[config.mk]
export PLATFORM = sky130hd
export DESIGN_NAME = rjaft_select
export DESIGN_NICKNAME = d
export VERILOG_FILES = /design/src/rtl/rjaft_pkg.sv /design/src/rtl/rjaft_select.sv
export SDC_FILE = /design/constraint.sdc
export NUM_CORES = 1
export LEC_CHECK = 0
export BUFFER_PORTS_ARGS = -buffer_cell sky130_fd_sc_hd__buf_2
export CELL_PAD_IN_SITES_DETAIL_PLACEMENT = 0
export CELL_PAD_IN_SITES_GLOBAL_PLACEMENT = 1
export CORE_MARGIN = 2
export CORE_UTILIZATION = 44
export DETAILED_ROUTE_END_ITERATION = 7
export PLACE_DENSITY = 0.82
export SKIP_CTS_REPAIR_TIMING = 1
export SLEW_MARGIN = 10
export SYNTH_ARGS = -nofsm -noshare
export SYNTH_HDL_FRONTEND = slang
export SYNTH_SLANG_ARGS = --single-unit
export TNS_END_PERCENT = 10
[constraint.sdc]
create_clock -name clock -period 11.2 [get_ports clock]
set_clock_uncertainty 0.2 [all_clocks]
set_input_delay 1.12 -clock clock [delete_from_list [all_inputs] [get_ports clock]]
set_output_delay 1.12 -clock clock [all_outputs]
set_load 0.005 [all_outputs]
[src/rtl/rjaft_pkg.sv]
// Shared types, constants and helper functions of the joint angle solver.
package rjaft_pkg;

   localparam int CORDIC_STAGES = 16;
   localparam int FRONT_STAGES  = 10;
   localparam int POST_STAGES   = 3;
   localparam int PIPE_STAGES   = FRONT_STAGES + CORDIC_STAGES + POST_STAGES;

   localparam logic signed [15:0] PI_Q12      = 16'sd12868;
   localparam logic signed [19:0] HALF_PI_Q16 = 20'sd102944;

   typedef enum logic [2:0] {
      CSR_AXIS,
      CSR_REFERENCE,
      CSR_ORIGIN_X,
      CSR_ORIGIN_Y,
      CSR_ORIGIN_Z,
      CSR_LOWER_LIMIT,
      CSR_UPPER_LIMIT,
      CSR_THRESHOLD
   } csr_index_type;

   typedef enum logic [1:0] {
      ST_SUCCESS,
      ST_SINGULAR,
      ST_UNREACHABLE
   } status_type;

   typedef struct packed {
      logic [47:0]        axis;
      logic [47:0]        refd;
      logic signed [23:0] origin_x;
      logic signed [23:0] origin_y;
      logic signed [23:0] origin_z;
      logic signed [15:0] lower;
      logic signed [15:0] upper;
      logic [15:0]        thr;
   } cfg_type;

   typedef struct packed {
      logic signed [15:0] seed;
      logic               sing;
      logic               szero;
      logic               cneg;
   } side_type;

   typedef struct packed {
      logic signed [49:0] x;
      logic signed [49:0] y;
      logic signed [19:0] z;
      side_type           side;
   } cord_type;

   // One signed Q1.14 component of a packed direction vector.
   function automatic logic signed [15:0] comp(input logic [47:0] packed_vec,
                                               input logic [1:0] k);
      logic signed [15:0] v;
      case (k)
         2'd0:    v = signed'(packed_vec[15:0]);
         2'd1:    v = signed'(packed_vec[31:16]);
         2'd2:    v = signed'(packed_vec[47:32]);
         default: v = '0;
      endcase
      return v;
   endfunction

   // Rounded atan(2^-i) in Q16 radians.
   function automatic logic [15:0] atan_q16(input logic [4:0] idx);
      logic [15:0] v;
      case (idx)
         5'd0:    v = 16'd51472;
         5'd1:    v = 16'd30386;
         5'd2:    v = 16'd16055;
         5'd3:    v = 16'd8150;
         5'd4:    v = 16'd4091;
         5'd5:    v = 16'd2047;
         5'd6:    v = 16'd1024;
         5'd7:    v = 16'd512;
         5'd8:    v = 16'd256;
         5'd9:    v = 16'd128;
         5'd10:   v = 16'd64;
         5'd11:   v = 16'd32;
         5'd12:   v = 16'd16;
         5'd13:   v = 16'd8;
         5'd14:   v = 16'd4;
         5'd15:   v = 16'd2;
         5'd16:   v = 16'd1;
         default: v = 16'd0;
      endcase
      return v;
   endfunction

   function automatic logic in_range(input logic signed [15:0] th,
                                     input logic signed [15:0] lo,
                                     input logic signed [15:0] hi);
      return (th >= lo) && (th <= hi);
   endfunction

   // Keeps a unless b is strictly closer to the seed.
   function automatic logic signed [15:0] closer(input logic signed [15:0] seed,
                                                 input logic signed [15:0] a,
                                                 input logic signed [15:0] b);
      logic signed [16:0] da;
      logic signed [16:0] db;
      logic [16:0]        ma;
      logic [16:0]        mb;
      da = 17'(a) - 17'(seed);
      db = 17'(b) - 17'(seed);
      ma = da[16] ? 17'(-da) : 17'(da);
      mb = db[16] ? 17'(-db) : 17'(db);
      return (mb < ma) ? b : a;
   endfunction

endpackage

[src/rtl/rjaft_select.sv]
// Angle rounding, second candidate, limit checks and final choice.
module rjaft_select (
   input  logic                               clock,
   input  logic [rjaft_pkg::POST_STAGES-1:0] en,
   input  rjaft_pkg::cord_type                din,
   input  logic signed [15:0]                 lower,
   input  logic signed [15:0]                 upper,
   output logic signed [15:0]                 joint_angle,
   output rjaft_pkg::status_type              solve_status
);

   logic signed [19:0] t;
   logic signed [15:0] th1_in, th1_ff, th1b_ff;
   logic signed [15:0] th2_in, th2_ff;
   logic               v1_in, v1_ff, v2_in, v2_ff, special;
   logic signed [15:0] seed0_ff, seed1_ff;
   logic               sing0_ff, sing1_ff;
   logic signed [15:0] ang_in, ang_ff;
   rjaft_pkg::status_type st_in, st_ff;

   always_comb begin
      t = (din.z + 20'sd8) >>> 4;
      if (din.side.szero) begin
         th1_in = din.side.cneg ? rjaft_pkg::PI_Q12 : 16'sd0;
      end else if (t > 20'(rjaft_pkg::PI_Q12)) begin
         th1_in = rjaft_pkg::PI_Q12;
      end else if (t < -20'(rjaft_pkg::PI_Q12)) begin
         th1_in = -rjaft_pkg::PI_Q12;
      end else begin
         th1_in = 16'(t);
      end

      // Angles on the zero/pi line take the second candidate from a fixed set.
      special = (th1_ff == 16'sd0) || (th1_ff == rjaft_pkg::PI_Q12)
                || (th1_ff == -rjaft_pkg::PI_Q12);
      v1_in = rjaft_pkg::in_range(th1_ff, lower, upper);
      th2_in = '0;
      v2_in = 1'b0;
      if (special) begin
         if (rjaft_pkg::in_range(16'sd0, lower, upper)) begin
            th2_in = '0;
            v2_in = 1'b1;
         end
         if (rjaft_pkg::in_range(rjaft_pkg::PI_Q12, lower, upper)) begin
            th2_in = v2_in ? rjaft_pkg::closer(seed0_ff, th2_in, rjaft_pkg::PI_Q12)
                           : rjaft_pkg::PI_Q12;
            v2_in = 1'b1;
         end
         if (rjaft_pkg::in_range(-rjaft_pkg::PI_Q12, lower, upper)) begin
            th2_in = v2_in ? rjaft_pkg::closer(seed0_ff, th2_in, -rjaft_pkg::PI_Q12)
                           : -rjaft_pkg::PI_Q12;
            v2_in = 1'b1;
         end
      end else begin
         th2_in = (th1_ff > 16'sd0) ? th1_ff - rjaft_pkg::PI_Q12
                                    : th1_ff + rjaft_pkg::PI_Q12;
         v2_in = rjaft_pkg::in_range(th2_in, lower, upper);
      end

      if (sing1_ff) begin
         ang_in = seed1_ff;
         st_in  = rjaft_pkg::ST_SINGULAR;
      end else if (v1_ff && v2_ff) begin
         ang_in = rjaft_pkg::closer(seed1_ff, th1b_ff, th2_ff);
         st_in  = rjaft_pkg::ST_SUCCESS;
      end else if (v1_ff) begin
         ang_in = th1b_ff;
         st_in  = rjaft_pkg::ST_SUCCESS;
      end else if (v2_ff) begin
         ang_in = th2_ff;
         st_in  = rjaft_pkg::ST_SUCCESS;
      end else begin
         ang_in = seed1_ff;
         st_in  = rjaft_pkg::ST_UNREACHABLE;
      end
   end

   always_ff @(posedge clock) begin
      if (en[0]) begin
         th1_ff   <= th1_in;
         seed0_ff <= din.side.seed;
         sing0_ff <= din.side.sing;
      end
      if (en[1]) begin
         th1b_ff  <= th1_ff;
         th2_ff   <= th2_in;
         v1_ff    <= v1_in;
         v2_ff    <= v2_in;
         seed1_ff <= seed0_ff;
         sing1_ff <= sing0_ff;
      end
      if (en[2]) begin
         ang_ff <= ang_in;
         st_ff  <= st_in;
      end
   end

   assign joint_angle  = ang_ff;
   assign solve_status = st_ff;

endmodule

Word level (Yosys, flattened, before mapping)
Index checks and enable logic that the tools add are counted.

Bits of input ports: 175. Flip-flop bits (word level): 102. Output and inout port bits: 18. Word-level logic and storage cells: 89.

Eq/ne operators: 2. Add/subtract/negate cells: 15. Reduce and logical (&&, ||, !) cells: 10. Multiplexer cells: 34. Magnitude comparators: 16.

Operators by type and width (number): $mux W16 (18); $mux W17 (6); $neg A17 Y17 (6); $sub A16 B16 Y17 (4); $lt A17 B17 Y1 (3); $sub A15 B16 Y17 const A (2); $eq A16 B15 Y1 const B (2); $ge A15 B16 Y1 const A (2); $ge A16 B16 Y1 (2); $le A15 B16 Y1 const A (2); $le A16 B16 Y1 (2); $add A20 B5 Y20 const B (1); $add A16 B15 Y16 const B (1); $ge A1 B16 Y1 const A (1); $gt A16 B1 Y1 const B (1); $gt A16 B15 Y1 const B (1); $le A1 B16 Y1 const A (1); $logic_not A16 Y1 (1); $lt A16 B15 Y1 const B (1); $sub A16 B15 Y16 const B (1); $mux W14 (1); $mux W1 (8); $logic_and A1 B1 Y1 (6); $reduce_or A3 Y1 (1); other kinds (2) (3).

Depth between registers and ports, before layout
Depth after elaboration: 20. Gate-level depth with buffers: 39.

Worst setup path before layout
Ideal clock, no wire load.

Path type: flip-flop to flip-flop. From: register seed0_ff[2]. To: register th2_ff[11] (data pin). Stages on the path, launching flop included: 37. Required time: 10.745 ns. Arrival time: 7.663 ns. Buffers on the path: 2. Library setup time: 0.255 ns. Slack: 3.082 ns. Cells stage by stage: edfxtp_1 clkbuf_1 inv_1 ha_1 a21oi_1 nor3_1 or2_4 or3b_1 or4b_4 nor3b_2 nand3b_1 a21oi_1 ha_1 or3_1 o21ai_0 a21oi_1 a31oi_1 o211ai_1 inv_1 ha_1 a21o_1 clkbuf_1 or3_1 a211o_1 a21oi_1 o21ai_0 or3b_2 a211oi_1 a211oi_1 ha_1 nand4_1 nor3_1 o21ai_0 a21oi_1 a211oi_1 o211ai_1 a21bo_2.

Word-level cells in the longest chain between the ends: 16. Elaborated cells on any way between the ends: 22. Those cells by class: add/sub (8); order compare (2); mux (12).

Ends and longest elaborated chain: start: declaration (RTL line rjaft_select.sv:16) `logic signed [15:0] seed0_ff, seed1_ff;`; start signal: assignment (RTL line rjaft_select.sv:81) `seed0_ff <= din.side.seed;`; $sub A15 B16 Y17 / $sub A16 B16 Y17 (equally long branches) (RTL line rjaft_pkg.sv:108, rjaft_pkg.sv:107); $neg A17 Y17 (on tied branches) (RTL line rjaft_pkg.sv:110, rjaft_pkg.sv:109); $mux W17 (on tied branches) (RTL line rjaft_pkg.sv:110, rjaft_pkg.sv:109); $lt A17 B17 Y1 (RTL line rjaft_pkg.sv:111) `return (mb < ma) ? b : a;`; $mux W16 (RTL line rjaft_pkg.sv:111); $mux W16 (RTL line rjaft_select.sv:45) `th2_in = v2_in ? rjaft_pkg::closer(seed0_ff, th2_in, rjaft_pkg::PI_Q12)`; $mux W16 (RTL line rjaft_select.sv:44) `if (rjaft_pkg::in_range(rjaft_pkg::PI_Q12, lower, upper)) begin`; $mux W16 (RTL line rjaft_select.sv:39) `if (special) begin`; $sub A16 B16 Y17 (RTL line rjaft_pkg.sv:107) `da = 17'(a) - 17'(seed);`; $neg A17 Y17 (RTL line rjaft_pkg.sv:109) `ma = da[16] ? 17'(-da) : 17'(da);`; $mux W17 (RTL line rjaft_pkg.sv:109); $lt A17 B17 Y1 (RTL line rjaft_pkg.sv:111); $mux W16 (RTL line rjaft_pkg.sv:111); $mux W16 (RTL line rjaft_select.sv:50) `th2_in = v2_in ? rjaft_pkg::closer(seed0_ff, th2_in, -rjaft_pkg::PI_Q12)`; $mux W16 (*) (RTL line rjaft_select.sv:49) `if (rjaft_pkg::in_range(-rjaft_pkg::PI_Q12, lower, upper)) begin`; $mux W16 (*) (RTL line rjaft_select.sv:39); via th2_in[11] (RTL line rjaft_select.sv:14) `logic signed [15:0] th2_in, th2_ff;`; end signal: assignment (RTL line rjaft_select.sv:86) `th2_ff <= th2_in;`; end: declaration (RTL line rjaft_select.sv:14).

The timed path passes the listed nets; every way through them passes the cells marked *. The select of a mux whose other input is x is not followed. A chain may end at the register's enable or synchronous reset.

Worst setup path in the final report
From: register seed0_ff[0]. To: register th2_ff[14] (data pin).

The elaborated chain is that of the path after synthesis.

==> reports/results.ini <==
[detailed_routing]
wirelength_um=34600
drt_iter0_drc=1097
ant_nets=0
drc_errors=0
detail_route.wl_per_cell_um=17.4
routed-via-count=11700
avgViaCountPerCell=5.88
drt_first_pass_iters=8

[power_and_ir_drop]
comb_power_share_pct=53.9
switching_share_pct=42.5
cellLeakagePower_nw=5.68
ir_drop_v=0.0000863
p_per_area_nw_per_um2=133
power.switching_w=0.000789
total_power_w=0.00185
clkPwrFrac_pct=17.2
internal_power_w=0.00107
pwr-share-seq_pct=28.9

[logic_synthesis]
ys_seq_area_share_pct=23.9
ys_ff_latch=102
synth_cells=1547
synth_edf_count=102
yosysUniqueCellTypes=82
netlist_area_um2=12800
yosys-top-cells-area=edfxtp_1 (24%), ha_1 (15%), xnor2_1 (7.6%), xor2_1 (4.1%), o21ai_0 (3.8%)
synth_area_per_cell_um2=8.28
synth_ff_type=edfxtp_1
synth-async-reset-ratio_pct=0
synth_top_area_share_pct=23.9
yosysWarnings=0
yosys.area.top_type=edfxtp_1

[timing]
holdWs_ns=0.230
fin_crit_ns=9.74
finalHoldViolations=0
setup_viol=0
rsz0062_at_grt=false
fin_crit_sh_pct=87.0
slew_violations=0
relSlewSlack_pct=26.2
tightest_slew_ns=1.10
fin_tns_setup_ns=0
max_freq_ghz=0.103

[global_route]
overflow=0
grt_max_degree=52
first_global_vias=11100
antenna_found_initial=0
grt_pass1_wl_um=56800
grtUsageTotal_pct=22.9

[critical_path]
worstSetupPathType=reg2reg
crit_slowest_cell=ha_1
cp_slowest_stage_delay_ns=0.66
ff2ff_setup_slack_ns=1.46
critPathRequiredTime_ns=11.23
arrival_ns=9.77
r2r-end=th2_ff[14]$_DFFE_PP_
worstReg2RegStart=seed0_ff[0]$_DFFE_PP_
start_kind=flip-flop
crit_path_max_fanout=22
ff2ff_path_depth=34
crit_top_cell=a21oi_1
crit_path_end_kind=flip-flop

[final_layout]
layout_commonest_cell=ha_1
final_cell_mix=ha_1 (157), nand2_1 (130), nor2_1 (120)
nNetsFinal=1934
stdcell_count=1989
final_layout_size_suffix_gt1_share_pct=9.28
num_antenna_cells=0
postLayoutCoreUtil_pct=48.4
areaGrowthSynthToFinish_pct=8.54

[floorplan]
fp.dieH_um=175
fp.coreArea_um2=28700
fp.dieW_um=175
num_rows=62
io_pins=193
die_area_um2=30500
initial_core_util_pct=44.6

[hold_path]
hold-path-endpoint=sing1_ff$_DFFE_PP_
whs_path_depth=0
hold_path.startpoint=sing0_ff$_DFFE_PP_
min_path_type=reg2reg

[cts]
path_clk_slew_ns=0.07
cts_made_buffers=9
clkLatencyLatePin_ns=0.36
cts_max_level=3
clockBufferDepth=2
root_buffer=clkbuf_16
cts.sink_count=102
cts_tree=built

[place]
port_buffers=89
place.gp.congestion=0.877
dp_hpwl_um=27800
dp_cells=1973

[run_status]
status=complete, no violations

[flow_run]
max_cap_viol_count=0

cell families after synthesis:
kind of cell / share of synthesized area (%)
AOI/OAI and AO/OA: 22.0
xor gates and xnor gates: 11.7
adders and majority gates: 15.7
buffers and inverters: 4.61
DFF: 23.9
muxes: 2.37
other: 0.0586
and+or+nand+nor: 19.6
per-stage QoR:
stage	setup WS (ns)	area [um^2]
finish	1.46	13900
global route	0.682	13900
CTS	1.42	13900
detailed placement	1.49	13600
global placement	1.54	13600
floorplan	3.08	12800
flip-flops by register name, summed over array words and instances (netlist names):
signal and flops:
seed1_ff 16, v2_ff 1, solve_status 2, seed0_ff 16, joint_angle 16, sing1_ff 1
sing0_ff 1, th1_ff 16, th1b_ff 16, v1_ff 1, th2_ff 16
power by group through the flow:
stage / clock (W) / sequential [W] / combinational [W]
CTS: 0.000326 / 0.000534 / 0.00100
floorplan: 0 / 0.000504 / 0.000776
finish: 0.000319 / 0.000535 / 0.00100
global route: 0.000340 / 0.000540 / 0.00114
global placement: 0 / 0.000541 / 0.000975
detailed placement: 0 / 0.000542 / 0.000994
critical path, delay by kind of cell (launching register included):
family                     cells  cell delay [ns]
and+or+nand+nor                5             1.57
xor gates and xnor gates       2             0.50
adders and majority gates      4             1.63
muxes                          1             0.27
buffers and inverters          2             0.45
DFF                            1             0.60
AOI/OAI and AO/OA             20             4.40
final cells by class:
type / count / area [um^2]
Fill cell: 2832 / 14800
Multi-Input combinational cell: 1294 / 9170
Sequential cell: 102 / 3060
Timing Repair Buffer: 100 / 528
Tap cell: 384 / 480
Inverter: 93 / 349
Clock buffer: 9 / 225
Clock inverter: 7 / 86.3
worst max path at each step:
stage / startpoint / end / slack (ns) / cells after the start
2_1_floorplan: seed0_ff[2]$_DFFE_PP_ / th2_ff[11]$_DFFE_PP_ / 3.08 / 36
3_3_place_gp: seed0_ff[0]$_DFFE_PP_ / th2_ff[11]$_DFFE_PP_ / 1.54 / 33
3_5_place_dp: seed0_ff[0]$_DFFE_PP_ / th2_ff[14]$_DFFE_PP_ / 1.49 / 34
4_1_cts: seed0_ff[0]$_DFFE_PP_ / th2_ff[14]$_DFFE_PP_ / 1.42 / 34
5_1_grt: seed0_ff[0]$_DFFE_PP_ / th2_ff[2]$_DFFE_PP_ / 0.68 / 32
6_report: seed0_ff[0]$_DFFE_PP_ / th2_ff[14]$_DFFE_PP_ / 1.46 / 34
metal layers:
layer	GRT usage, %	wire, um	vias up
met3	3.05	1980	52
met5	0	0	-
met2	37.7	15800	342
met1	31.3	16000	5417
li1	-	-	5886
met4	7.36	860	0
cell usage after synthesis, types with 15 or more instances:
cell      instances
xnor2_1         111
o211ai_1         16
nor3_1           52
o21ai_0          98
nand3_1          43
edfxtp_1        102
a21o_1           30
nor2_1          120
xor2_1           60
nand2_1         130
clkbuf_1         45
nor4_1           19
mux2i_1          27
a222oi_1         15
nand4_1          28
a31oi_1          29
a211oi_1         21
inv_1            87
ha_1            157
nor2b_1          16
o21a_1           22
a21oi_1          91
(Power assumes the default switching activity.)
